## config.mk

```make
export PLATFORM = sky130hd
export DESIGN_NAME = clock_page_replacement_top
export DESIGN_NICKNAME = d
export VERILOG_FILES = /design/src/cpr_pkg.sv /design/src/clock_page_replacement_top.sv /design/src/cpr_ctrl.sv /design/src/cpr_dp.sv
export SDC_FILE = /design/constraint.sdc
export NUM_CORES = 1
export LEC_CHECK = 0
export BUFFER_PORTS_ARGS = -buffer_cell sky130_fd_sc_hd__buf_2
export CORE_MARGIN = 2
export CORE_UTILIZATION = 49
export CTS_BUF_LIST = sky130_fd_sc_hd__clkbuf_8
export DETAILED_ROUTE_END_ITERATION = 8
export PLACE_DENSITY = 0.62
export SLEW_MARGIN = 5
export SYNTH_ARGS = -nofsm -noshare
export SYNTH_HDL_FRONTEND = slang
export SYNTH_SLANG_ARGS = --single-unit
```

## constraint.sdc

```tcl
create_clock -name clk_i -period 10.8 [get_ports clk_i]
set_clock_uncertainty 0.15 [all_clocks]
set_input_delay 2.16 -clock clk_i [delete_from_list [all_inputs] [get_ports clk_i]]
set_output_delay 2.16 -clock clk_i [all_outputs]
set_load 0.01 [all_outputs]
```

## src/cpr_pkg.sv

```systemverilog
// Shared types and constants for the clock page replacement block.
`default_nettype none
package cpr_pkg;
  localparam int PageCount   = 64;
  localparam int TotalFrames = 64;
  localparam int RingSlots   = 8;
  localparam int PageW  = $clog2(PageCount);
  localparam int FrameW = $clog2(TotalFrames);
  localparam int SlotW  = $clog2(RingSlots);
  localparam int CountW = $clog2(RingSlots + 1);

  localparam logic [1:0] MODE_XLATE   = 2'd0;
  localparam logic [1:0] MODE_READ    = 2'd1;
  localparam logic [1:0] MODE_WRITE   = 2'd2;
  localparam logic [1:0] MODE_RELEASE = 2'd3;

  localparam logic [1:0] ST_OK      = 2'd0;
  localparam logic [1:0] ST_ABSENT  = 2'd1;
  localparam logic [1:0] ST_NO_FREE = 2'd2;

  localparam logic [0:0] REG_ALGO  = 1'd0;
  localparam logic [0:0] REG_LIMIT = 1'd1;

  // Commands from controller to datapath
  typedef struct packed {
    logic load;       // capture input word
    logic do_access;  // read/write access, translate hit, or error
    logic do_alloc;   // allocate free frame
    logic do_release; // release all
    logic scan_step;  // examine the slot under the hand
    logic scan_start; // normalize hand
    logic do_evict;   // replace victim at hand
    logic do_nofree;  // fault with no free frame
  } cpr_cmd_t;

  // Status from datapath to controller
  typedef struct packed {
    logic [1:0] mode;
    logic       present;
    logic       under_limit;
    logic       free_found;
    logic       hit;        // slot under hand is the victim
  } cpr_stat_t;
endpackage
`default_nettype wire

```

## src/clock_page_replacement_top.sv

```systemverilog
// Top level of the clock page replacement block.
// Flow: an accepted word is captured, decoded and its result registered for hits, accesses,
//   release and allocation; an eviction first walks the clock hand over the ring slots.
// Throughput: one word at a time; the hand walk that finds the eviction victim moves
//   one slot per cycle.
// Reset: all pages absent, all frames free, ring empty, hand 0, registers default.
`default_nettype none
module clock_page_replacement_top (
  input  wire logic                       clk_i,
  input  wire logic                       rst_ni,
  input  wire logic                       psel,
  input  wire logic                       penable,
  input  wire logic                       pwrite,
  input  wire logic [2:0]                 paddr,
  input  wire logic [31:0]                pwdata,
  output logic [31:0]                     prdata,
  output logic                            pready,
  input  wire logic                       in_valid_i,
  output logic                            in_ready_o,
  input  wire logic [1:0]                 mode_i,
  input  wire logic [cpr_pkg::PageW-1:0]  page_i,
  output logic                            out_valid_o,
  input  wire logic                       out_ready_i,
  output logic [cpr_pkg::FrameW-1:0]      frame_o,
  output logic                            was_fault_o,
  output logic                            evicted_o,
  output logic [cpr_pkg::PageW-1:0]       victim_page_o,
  output logic                            victim_dirty_o,
  output logic [1:0]                      status_o
);
  import cpr_pkg::*;

  logic       algo_q;
  logic [3:0] limit_q;
  logic       res_valid;
  logic       busy;
  cpr_cmd_t   cmd;
  cpr_stat_t  stat;

  assign pready = 1'b1;

  // Register write and read
  always_ff @(posedge clk_i or negedge rst_ni) begin
    if (!rst_ni) begin
      algo_q <= 1'b0;
      limit_q <= 4'd4;
    end else if (psel && penable && pwrite && paddr[1:0] == 2'b00) begin
      if (paddr[2] == REG_ALGO) algo_q <= pwdata[0];
      else limit_q <= pwdata[3:0];
    end
  end

  always_comb begin
    prdata = '0;
    if (paddr[1:0] == 2'b00) begin
      if (paddr[2] == REG_ALGO) prdata = {31'd0, algo_q};
      else prdata = {28'd0, limit_q};
    end
  end

  // Output word valid
  always_ff @(posedge clk_i or negedge rst_ni) begin
    if (!rst_ni) begin
      out_valid_o <= 1'b0;
    end else if (res_valid) begin
      out_valid_o <= 1'b1;
    end else if (out_ready_i) begin
      out_valid_o <= 1'b0;
    end
  end

  assign busy = out_valid_o && !out_ready_i;

  cpr_ctrl u_ctrl (
    .clk_i, .rst_ni, .in_valid_i, .in_ready_o,
    .out_busy_i(busy), .res_valid_o(res_valid), .stat_i(stat), .cmd_o(cmd)
  );

  cpr_dp u_dp (
    .clk_i, .rst_ni, .mode_i, .page_i, .algo_i(algo_q), .limit_i(limit_q),
    .cmd_i(cmd), .stat_o(stat), .frame_o, .was_fault_o, .evicted_o,
    .victim_page_o, .victim_dirty_o, .status_o
  );
endmodule
`default_nettype wire

```

## src/cpr_ctrl.sv

```systemverilog
// Controller state machine for the clock page replacement block.
`default_nettype none
module cpr_ctrl (
  input  wire logic               clk_i,
  input  wire logic               rst_ni,
  input  wire logic               in_valid_i,
  output logic                    in_ready_o,
  input  wire logic               out_busy_i,
  output logic                    res_valid_o,
  input  wire cpr_pkg::cpr_stat_t stat_i,
  output cpr_pkg::cpr_cmd_t       cmd_o
);
  import cpr_pkg::*;

  localparam logic [1:0] S_IDLE = 2'd0;
  localparam logic [1:0] S_DEC  = 2'd1;
  localparam logic [1:0] S_SCAN = 2'd2;

  logic [1:0] state_q, state_d;

  assign in_ready_o = (state_q == S_IDLE) && !out_busy_i;

  always_comb begin
    state_d = state_q;
    cmd_o = '0;
    res_valid_o = 1'b0;
    case (state_q)
      S_IDLE: begin
        if (in_valid_i && in_ready_o) begin
          cmd_o.load = 1'b1;
          state_d = S_DEC;
        end
      end
      S_DEC: begin
        if (stat_i.mode == MODE_RELEASE) begin
          cmd_o.do_release = 1'b1;
          res_valid_o = 1'b1;
          state_d = S_IDLE;
        end else if (stat_i.mode != MODE_XLATE || stat_i.present) begin
          cmd_o.do_access = 1'b1;
          res_valid_o = 1'b1;
          state_d = S_IDLE;
        end else if (stat_i.under_limit) begin
          cmd_o.do_alloc = stat_i.free_found;
          cmd_o.do_nofree = !stat_i.free_found;
          res_valid_o = 1'b1;
          state_d = S_IDLE;
        end else begin
          cmd_o.scan_start = 1'b1;
          state_d = S_SCAN;
        end
      end
      S_SCAN: begin
        if (stat_i.hit) begin
          cmd_o.do_evict = 1'b1;
          res_valid_o = 1'b1;
          state_d = S_IDLE;
        end else begin
          cmd_o.scan_step = 1'b1;
        end
      end
      default: state_d = S_IDLE;
    endcase
  end

  // State register
  always_ff @(posedge clk_i or negedge rst_ni) begin
    if (!rst_ni) begin
      state_q <= S_IDLE;
    end else begin
      state_q <= state_d;
    end
  end
endmodule
`default_nettype wire

```

## src/cpr_dp.sv

```systemverilog
// Datapath for the clock page replacement block: page table, ring, frame map.
`default_nettype none
module cpr_dp (
  input  wire logic                       clk_i,
  input  wire logic                       rst_ni,
  input  wire logic [1:0]                 mode_i,
  input  wire logic [cpr_pkg::PageW-1:0]  page_i,
  input  wire logic                       algo_i,
  input  wire logic [3:0]                 limit_i,
  input  wire cpr_pkg::cpr_cmd_t          cmd_i,
  output cpr_pkg::cpr_stat_t              stat_o,
  output logic [cpr_pkg::FrameW-1:0]      frame_o,
  output logic                            was_fault_o,
  output logic                            evicted_o,
  output logic [cpr_pkg::PageW-1:0]       victim_page_o,
  output logic                            victim_dirty_o,
  output logic [1:0]                      status_o
);
  import cpr_pkg::*;

  logic [1:0]        mode_q;
  logic [PageW-1:0]  page_q;
  logic [PageCount-1:0]   present_q, used_q, dirty_q;
  logic [FrameW-1:0]      pframe_q [PageCount];
  logic [FrameW-1:0]      pframe_rd_q; // frame of the captured page, read at load
  logic [TotalFrames-1:0] busy_q;
  logic [PageW-1:0]  rpage_q  [RingSlots];
  logic [FrameW-1:0] rframe_q [RingSlots];
  logic [CountW-1:0] count_q;
  logic [SlotW-1:0]  hand_q;
  logic              pass2_q;   // enhanced clock: in the use-clearing pass
  logic [CountW-1:0] steps_q;   // slots looked at in this pass
  logic [SlotW-1:0]  next_hand;
  logic [PageW-1:0]  hpage;
  logic [FrameW-1:0] free_f;
  logic              free_ok;
  logic [CountW-1:0] lim;

  // Effective frame limit, clamped to 1..RingSlots
  always_comb begin
    if (limit_i == 4'd0) lim = CountW'(1);
    else if (32'(limit_i) > RingSlots) lim = CountW'(RingSlots);
    else lim = CountW'(limit_i);
  end

  // Lowest free frame
  always_comb begin
    free_f = '0;
    free_ok = 1'b0;
    for (int i = TotalFrames - 1; i >= 0; i--) begin
      if (!busy_q[i]) begin
        free_f = FrameW'(i);
        free_ok = 1'b1;
      end
    end
  end

  assign hpage = rpage_q[hand_q];
  assign next_hand = (CountW'(hand_q) + CountW'(1) < count_q) ? hand_q + SlotW'(1) : '0;

  always_comb begin
    stat_o.mode = mode_q;
    stat_o.present = present_q[page_q];
    stat_o.under_limit = count_q < lim;
    stat_o.free_found = free_ok;
    if (!algo_i) stat_o.hit = !used_q[hpage];
    else stat_o.hit = !used_q[hpage] && (dirty_q[hpage] == pass2_q);
  end

  // Input capture and result registers
  always_ff @(posedge clk_i) begin
    if (cmd_i.load) begin
      mode_q <= mode_i;
      page_q <= page_i;
      pframe_rd_q <= pframe_q[page_i];
    end
    if (cmd_i.do_access || cmd_i.do_release || cmd_i.do_alloc || cmd_i.do_nofree
        || cmd_i.do_evict) begin
      frame_o <= '0;
      was_fault_o <= 1'b0;
      evicted_o <= 1'b0;
      victim_page_o <= '0;
      victim_dirty_o <= 1'b0;
      status_o <= ST_OK;
      if (cmd_i.do_access) begin
        if (present_q[page_q]) frame_o <= pframe_rd_q;
        else status_o <= ST_ABSENT;
      end
      if (cmd_i.do_nofree) begin
        was_fault_o <= 1'b1;
        status_o <= ST_NO_FREE;
      end
      if (cmd_i.do_alloc) begin
        was_fault_o <= 1'b1;
        frame_o <= free_f;
      end
      if (cmd_i.do_evict) begin
        was_fault_o <= 1'b1;
        evicted_o <= 1'b1;
        victim_page_o <= hpage;
        victim_dirty_o <= dirty_q[hpage];
        frame_o <= rframe_q[hand_q];
      end
    end
    // Page frame and ring entries
    if (cmd_i.do_alloc) begin
      pframe_q[page_q] <= free_f;
      rpage_q[count_q[SlotW-1:0]] <= page_q;
      rframe_q[count_q[SlotW-1:0]] <= free_f;
    end
    if (cmd_i.do_evict) begin
      pframe_q[page_q] <= rframe_q[hand_q];
      rpage_q[hand_q] <= page_q;
    end
  end

  // Control state: page bits, frame map, ring count, hand
  always_ff @(posedge clk_i or negedge rst_ni) begin
    if (!rst_ni) begin
      present_q <= '0;
      used_q <= '0;
      dirty_q <= '0;
      busy_q <= '0;
      count_q <= '0;
      hand_q <= '0;
      pass2_q <= 1'b0;
      steps_q <= '0;
    end else begin
      if (cmd_i.do_release) begin
        // Every busy frame belongs to a present page of this one process
        busy_q <= '0;
        present_q <= '0;
        used_q <= '0;
        dirty_q <= '0;
        count_q <= '0;
        hand_q <= '0;
      end
      if (cmd_i.do_access && present_q[page_q] && mode_q != MODE_XLATE) begin
        used_q[page_q] <= 1'b1;
        if (mode_q == MODE_WRITE) dirty_q[page_q] <= 1'b1;
      end
      if (cmd_i.do_alloc) begin
        busy_q[free_f] <= 1'b1;
        present_q[page_q] <= 1'b1;
        used_q[page_q] <= 1'b1;
        dirty_q[page_q] <= 1'b0;
        count_q <= count_q + CountW'(1);
      end
      if (cmd_i.scan_start) begin
        pass2_q <= 1'b0;
        steps_q <= '0;
        if (CountW'(hand_q) >= count_q) hand_q <= '0;
      end
      if (cmd_i.scan_step) begin
        if (!algo_i || pass2_q) used_q[hpage] <= 1'b0;
        hand_q <= next_hand;
        if (steps_q + CountW'(1) >= count_q) begin
          steps_q <= '0;
          pass2_q <= !pass2_q;
        end else begin
          steps_q <= steps_q + CountW'(1);
        end
      end
      if (cmd_i.do_evict) begin
        present_q[hpage] <= 1'b0;
        used_q[hpage] <= 1'b0;
        dirty_q[hpage] <= 1'b0;
        present_q[page_q] <= 1'b1;
        used_q[page_q] <= 1'b1;
        dirty_q[page_q] <= 1'b0;
        hand_q <= next_hand;
      end
    end
  end
endmodule
`default_nettype wire

```

==> results of run 1 <==
per-layer routing:
layer  global-route usage (%)  wire (µm)  share of wire, %  vias up
met5                        0         10            0.0092        -
met4                     14.8       5940               5.5        2
met3                     7.15      10600               9.8      362
met2                     43.1      49500                46     1531
met1                     37.7      42600                39    13000
li1                         -          -                 -    10900
power by group through the flow:
stage	clock (W)	combinational, W	sequential, W
floorplan	0	0.000767	0.00352
global placement	0	0.00118	0.00353
detailed placement	0	0.00121	0.00354
CTS	0.00263	0.00121	0.00348
global route	0.00276	0.00131	0.00350
finish	0.00258	0.00124	0.00349
Yosys cell counts (all sizes together), types with 33 or more instances:
cell,count
nor2,249
dfrtp,275
nor3,52
a21oi,53
o22ai,116
edfxtp,511
mux4,161
nand2,275
a221oi,52
mux2i,48
a22o,42
nor4,37
nand3,33
o21ai,107
buf,115
clkbuf,120
inv,42
a22oi,121
logic make-up (layout without fill, tap and decap cells):
kind of cell    Yosys count  count (layout)  synth area share, %
fa+ha+maj                20              20                0.687
flops                   787             787                 61.1
simple gates            770             770                 9.70
compound gates          647             647                 12.6
xor+xnor                  5               5                0.120
mux                     240             240                 12.2
buf+inv                 277             390                 3.56
other cells               2              32               0.0206
sequential cells by signal, summed over array words and instances (netlist names), 4 cells and up:
signal,count
u_dp.count_q,4
limit_q,4
u_dp.pframe_q,384
u_dp.rframe_q,48
u_dp.victim_page_o,6
u_dp.pframe_rd_q,6
u_dp.used_q,64
u_dp.rpage_q,48
u_dp.busy_q,64
u_dp.dirty_q,64
u_dp.page_q,6
u_dp.steps_q,4
u_dp.frame_o,6
u_dp.present_q,64
per-stage QoR:
stage          std cells  setup slack [ns]  util, %
6_report            3850              3.76     54.6
4_1_cts             3847              3.92     54.6
2_1_floorplan       2775              4.97        -
3_5_place_dp        3611              3.89     51.1
3_3_place_gp        3611              3.94     51.1
5_1_grt             3848              3.56     54.6
path summary, 6_finish.rpt:
check | from | slack, ns | depth (start not counted) | endpoint
worst min-delay path | u_dp.present_q[10]$_DFF_PN0_ | 0.38 | 1 | u_dp.present_q[10]$_DFF_PN0_
worst max register to register | u_dp.hand_q[0]$_DFF_PN0_ | 3.76 | 13 | u_dp.pframe_q[12][1]$_DFFE_PP_
min in group asynchronous | rst_ni | 1.22 | 1 | u_dp.count_q[2]$_DFFE_PN0P_
worst max-delay path | u_dp.hand_q[0]$_DFF_PN0_ | 3.76 | 13 | u_dp.pframe_q[12][1]$_DFFE_PP_
max in group asynchronous | rst_ni | 7.03 | 3 | u_dp.used_q[39]$_DFF_PN0_
worst min register to register | u_dp.present_q[10]$_DFF_PN0_ | 0.38 | 1 | u_dp.present_q[10]$_DFF_PN0_
area by class of cell:
class,count,share of cell area (%)
diodes,3,0.0188
clock buffers,146,5.02
clock inverters,90,1.35
inverters,42,0.394
multi-input cells,1711,32.7
flip-flops and latches,787,55.6
well taps,959,3.00
repair buffers,112,1.87
worst max-delay path, cell delays in order, from the launching register on:
cell and delay, ns:
dfrtp_2 0.34, buf_4 0.56, mux4_2 0.64, mux2i_1 0.90, o21ba_2 0.39, o211ai_1 0.19
o211ai_1 0.14, nor4bb_1 0.49, nand4b_2 0.26, and4_1 0.38, buf_4 0.25, a21oi_4 0.93
buf_4 0.69, nor2_1 0.32
==> flow_summary.yaml, run 1 <==
run_status:
  status: "finished clean"
sta:
  final.setup.tns_ns: 0
  setup_viol: 0
  worst_pin_slew_ns: 1.43
  finalCritPeriodShare_pct: 65.2
  rsz0062_at_grt: "false"
  whs_ns: 0.380
  slew_headroom_pct: 3.64
  slew_viol_final: 0
  max_freq_ghz: 0.142
  finalHoldViolCount: 0
  period_minus_slack_ns: 7.04
synthesis:
  netlist_instances: 2748
  synth_ff_type: "edfxtp_1"
  syn_avg_cell_area_um2: 13.3
  yosys.area.top_type_share_pct: 42.1
  synth-seq-cells: 787
  synthDistinctLibCells: 87
  yosysWarnings: 0
  synth_area_leader_cell: "edfxtp_1"
  syn-cell-area_um2: 36400
  synth-edff-count: 511
  yosys-top-cells-area: "edfxtp_1 42%, dfrtp_1 19%, mux4_2 10%"
  seq_area_frac_synth_pct: 61.1
  async_flop_share_pct: 35.1
place:
  io_buffers: 44
  place.gp.congestion: 0.931
  detailed_place_hpwl_um: 68400
  place_area_um2: 37500
pwr:
  p_leak_nw: 14.7
  combPwrFrac_pct: 17.0
  ir_drop_mv: 0.114
  p_sw_w: 0.00226
  p_per_area_nw_per_um2: 183
  p_seq_share_pct: 47.7
  power_frac_clock_pct: 35.3
  switching_share_pct: 30.9
  p_int_w: 0.00506
  power_w: 0.00732
clocking:
  cts_max_level: 4
  clkTransAtPathRegs_ns: 0.06
  cts_tree: "built"
  cts-resized-gates: 0
  clock_path_buffers: 3
  clk_latency_ns: 0.80
  cts.sinks: 787
  root_buffer: "clkbuf_8"
  postCtsSetupRepairBufs: 0
  cts-buffers-inserted: 135
  ctsHoldBuffers: 0
layout:
  seq_area_um2: 22300
  final_nets: 2859
  drive_gt1_share_pct: 17.9
  layout_commonest_cell: "edfxtp_1"
  syn_to_final_growth_pct: 9.83
  multi_input_area_um2: 13100
  layout_common_cells: "511 x edfxtp_1, 274 x dfrtp_1, 272 x nand2_1"
  fin_area_um2: 40000
  n_fill_cell: 6101
worst_setup_path:
  setup.worst_path.end_class: "flop"
  cp_max_fo: 57
  cp-start-kind: "flop"
  crit_type: "flop to flop"
  required_ns: 11.11
  arrival_ns: 7.35
global_route:
  grt_pass1_wl_um: 163000
  antenna_found_initial: 4
  overflow: 0
  track_usage_pct: 28.3
  first_global_vias: 25700
  grt_max_degree: 104
routing:
  route.detailed.drc: 0
  drtIter0Drc: 3070
  final_antenna_net_count: 0
  drtPass1Iterations: 6
  wl_per_cell_um: 28.2
  wirelength_um: 109000
  via_per_inst: 6.70
  num_vias: 25800
run:
  drv_cap: 0
die:
  dieArea_um2: 76500
  core_um2: 73300
  rows: 99
  pin_count: 102
  die_h_um: 277
  die_w_um: 277
  start_util_pct: 49.7
worst_hold_path:
  min_path_type: "flop to flop"
No activity file was read; power rests on OpenSTA's default activity.
==> run 2: changes to the inputs <==
--- a/config.mk
+++ b/config.mk
@@ -5,6 +5,7 @@
 export SDC_FILE = /design/constraint.sdc
 export NUM_CORES = 1
 export LEC_CHECK = 0
+export ABC_AREA = 1
 export BUFFER_PORTS_ARGS = -buffer_cell sky130_fd_sc_hd__buf_2
 export CORE_MARGIN = 2
 export CORE_UTILIZATION = 49
==> constraint.sdc (replaced) <==
create_clock -name clk_i -period 6.5 [get_ports clk_i]
set_clock_uncertainty 0.15 [all_clocks]
set_input_delay 1.3 -clock clk_i [delete_from_list [all_inputs] [get_ports clk_i]]
set_output_delay 1.3 -clock clk_i [all_outputs]
set_load 0.01 [all_outputs]
==> run 2 against run 1 <==
  * Largest power group unchanged
  * Cell count grew 27%
  * Clock power up 84%
  * Worst setup slack lost 3.3 ns
  * Total power increased by 130%
==> flow_summary.yaml, run 2 <==
sta:
  slew_viol_final: 0
  setup_viol: 0
  worst_pin_slew_ns: 1.16
  finalHoldViolCount: 0
  finalCritPeriodShare_pct: 93.0
  whs_ns: 0.298
  slew_headroom_pct: 21.8
  rsz0062_at_grt: "false"
  period_minus_slack_ns: 6.04
  max_freq_ghz: 0.165
layout:
  layout_commonest_cell: "nor2_1"
  final_nets: 3879
  drive_gt1_share_pct: 10.4
  syn_to_final_growth_pct: 12.9
  layout_common_cells: "806 x nor2_1, 511 x edfxtp_1, 409 x o21ai_0"
  fin_area_um2: 40800
  largest_reg_flops: 384
  fin_cells: 4878
  top_register: "u_dp.pframe_q"
  finish.utilization_pct: 55.9
worst_setup_path:
  cp_cell_sequence: "inv_2 -> nor2_1 -> o22ai_1 -> inv_1 -> o21ai_1 -> inv_1 -> nor3_2 -> clkinv_1 -> buf_4 -> o22ai_1 -> o41ai_1 -> nand2_1 -> a221oi_1 -> nand2_1 -> nand3_1 -> o211ai_1 -> nor2_2 -> buf_4 -> inv_6 -> nand2_1 -> o21ai_1 -> nand2_1 -> nor2_1"
  crit_top_cell: "nand2_1"
  crit_family: "buffers and inverters"
  cp-start-kind: "flop"
  crit_type: "flop to flop"
  setup.worst_path.end_class: "flop"
  critPathMaxStageDelay_ns: 0.55
  required_ns: 6.76
  critPathBufInv: 7
  arrival_ns: 6.30
  slowest_stage: "dfrtp_1"
  cp_max_fo: 40
routing:
  via_per_inst: 5.94
  final_antenna_net_count: 0
  drtIter0Drc: 3477
  routedLengthMet1_um: 46400
  num_vias: 29000
  route.detailed.drc: 0
  wirelength_um: 110000
  top_layer_used: "met4"
  drtPass1Iterations: 6
  dr_wl_met3_um: 9710
  met2_length_um: 49900
  wl_per_cell_um: 22.6
synthesis:
  seq_area_frac_synth_pct: 61.7
  syn_avg_cell_area_um2: 9.78
  synth-edff-count: 511
  synth_top_cells_by_count: "810 x nor2_1, 511 x edfxtp_1, 416 x o21ai_0"
  synth_area_leader_cell: "edfxtp_1"
  synth_ff_type: "edfxtp_1"
  yosys.area.top_type_share_pct: 42.5
  synth-seq-cells: 787
  syn-cell-area_um2: 36100
  synthDistinctLibCells: 51
  yosysWarnings: 0
  netlist_instances: 3692
  synth.most_common_cell: "nor2_1"
  yosys-top-cells-area: "edfxtp_1 43%, dfrtp_1 19%, nor2_1 8.4%"
  async_flop_share_pct: 35.1
global_route:
  antenna_found_initial: 1
  grt_pass1_wl_um: 165000
  grt_max_degree: 154
  overflow: 0
  track_usage_pct: 29.0
  first_global_vias: 26900
place:
  io_buffers: 44
  detailed_place_hpwl_um: 71100
  place.gp.congestion: 0.948
  place_area_um2: 37900
  dp.cells: 4631
run_status:
  status: "finished clean"
clocking:
  cts_max_level: 4
  clock_path_buffers: 3
  clkTransAtPathRegs_ns: 0.06
  root_buffer: "clkbuf_8"
  cts-buffers-inserted: 135
  cts_tree: "built"
  clk_latency_ns: 0.81
  cts.sinks: 787
die:
  dieArea_um2: 75800
  pin_count: 102
  rows: 99
  die_w_um: 275
  start_util_pct: 49.5
  core_um2: 73000
  die_h_um: 275
pwr:
  p_per_area_nw_per_um2: 405
  p_leak_nw: 14.9
  ir_drop_mv: 0.285
worst_hold_path:
  min_path_type: "input pin to asynchronous set/reset pin"
run:
  drv_cap: 0
==> run 2: cell count changes in the layout (fill, tap and decap cells not counted), moves of 59 or more <==
cell,delta
o22ai_1,+89
nor3_1,+59
a21oi_1,+80
o21ai_0,+305
inv_1,+225
mux4_2,-161
nor2_1,+561
==> run 2: power by group <==
group | internal (W) | switching, W | leakage, nW
Sequential | 0.00639 | 0.000372 | 8.49
Clock | 0.00263 | 0.00212 | 1.60
Combinational | 0.00137 | 0.00363 | 4.80
Total | 0.0104 | 0.00611 | 14.9
==> run 2: cell type report <==
type	instances	area, µm²
Fill cell	6429	32200
Clock buffer	151	2080
Clock inverter	94	781
Tap cell	959	1200
Multi-Input combinational cell	2422	12000
Inverter	287	1100
Antenna cell	2	5.00
Sequential cell	787	22300
Timing Repair Buffer	176	1360
==> run 2: what timing repair did <==
action,CTS,global route
gates resized for setup,0,1
setup buffers,0,0
endpoints found under the setup margin,0,5
hold buffers,0,0
==> run 2: kinds of logic after synthesis <==
family	synth area share (%)
AND/OR/NAND/NOR	14.7
AO/OA/AOI/OAI	17.1
flip-flops	61.7
buffers and inverters	5.71
adder cells (fa/ha/maj)	0.693
XOR/XNOR	0.0971
other	0.0208
==> run 2: worst reg2reg max path, stage by stage, from the launching register on <==
cell and delay [ns]:
dfrtp_1 0.55, inv_2 0.36, nor2_1 0.08, o22ai_1 0.17, inv_1 0.05, o21ai_1 0.54, inv_1 0.20, nor3_2 0.19
clkinv_1 0.47, buf_4 0.36, o22ai_1 0.22, o41ai_1 0.14, nand2_1 0.13, a221oi_1 0.07, nand2_1 0.23, nand3_1 0.11
o211ai_1 0.15, nor2_2 0.07, buf_4 0.20, inv_6 0.32, nand2_1 0.14, o21ai_1 0.16, nand2_1 0.10, nor2_1 0.52
==> run 2: metrics by stage <==
step                setup TNS, ns  setup WS (ns)  total power (W)
floorplan                   -7.53        -0.0294          0.00944
global route                    0        0.00977           0.0172
detailed placement              0          0.608           0.0117
CTS                             0          0.606           0.0164
finish                          0          0.456           0.0165
global placement                0          0.669           0.0117
==> run 2: metal layers <==
layer | vias to the layer above | GRT usage, %
met1 | 14100 | 41.1
li1 | 13200 | -
met5 | - | 0
met2 | 1378 | 44.3
met4 | 0 | 12.0
met3 | 248 | 5.31
==> run 2: path summary, 6_finish.rpt <==
kind	startpoint	end	slack, ns	cells past startpoint
setup / recovery	u_dp.hand_q[0]$_DFF_PN0_	u_dp.rpage_q[4][4]$_DFFE_PP_	0.46	23
setup reg to reg	u_dp.hand_q[0]$_DFF_PN0_	u_dp.rpage_q[4][4]$_DFFE_PP_	0.46	23
max in group asynchronous	rst_ni	u_dp.used_q[41]$_DFF_PN0_	4.51	2
min in group clk_i	u_dp.busy_q[35]$_DFF_PN0_	u_dp.busy_q[35]$_DFF_PN0_	0.36	2
hold / removal	rst_ni	u_dp.steps_q[0]$_DFFE_PN0P_	0.30	1
hold reg to reg	u_dp.busy_q[35]$_DFF_PN0_	u_dp.busy_q[35]$_DFF_PN0_	0.36	2
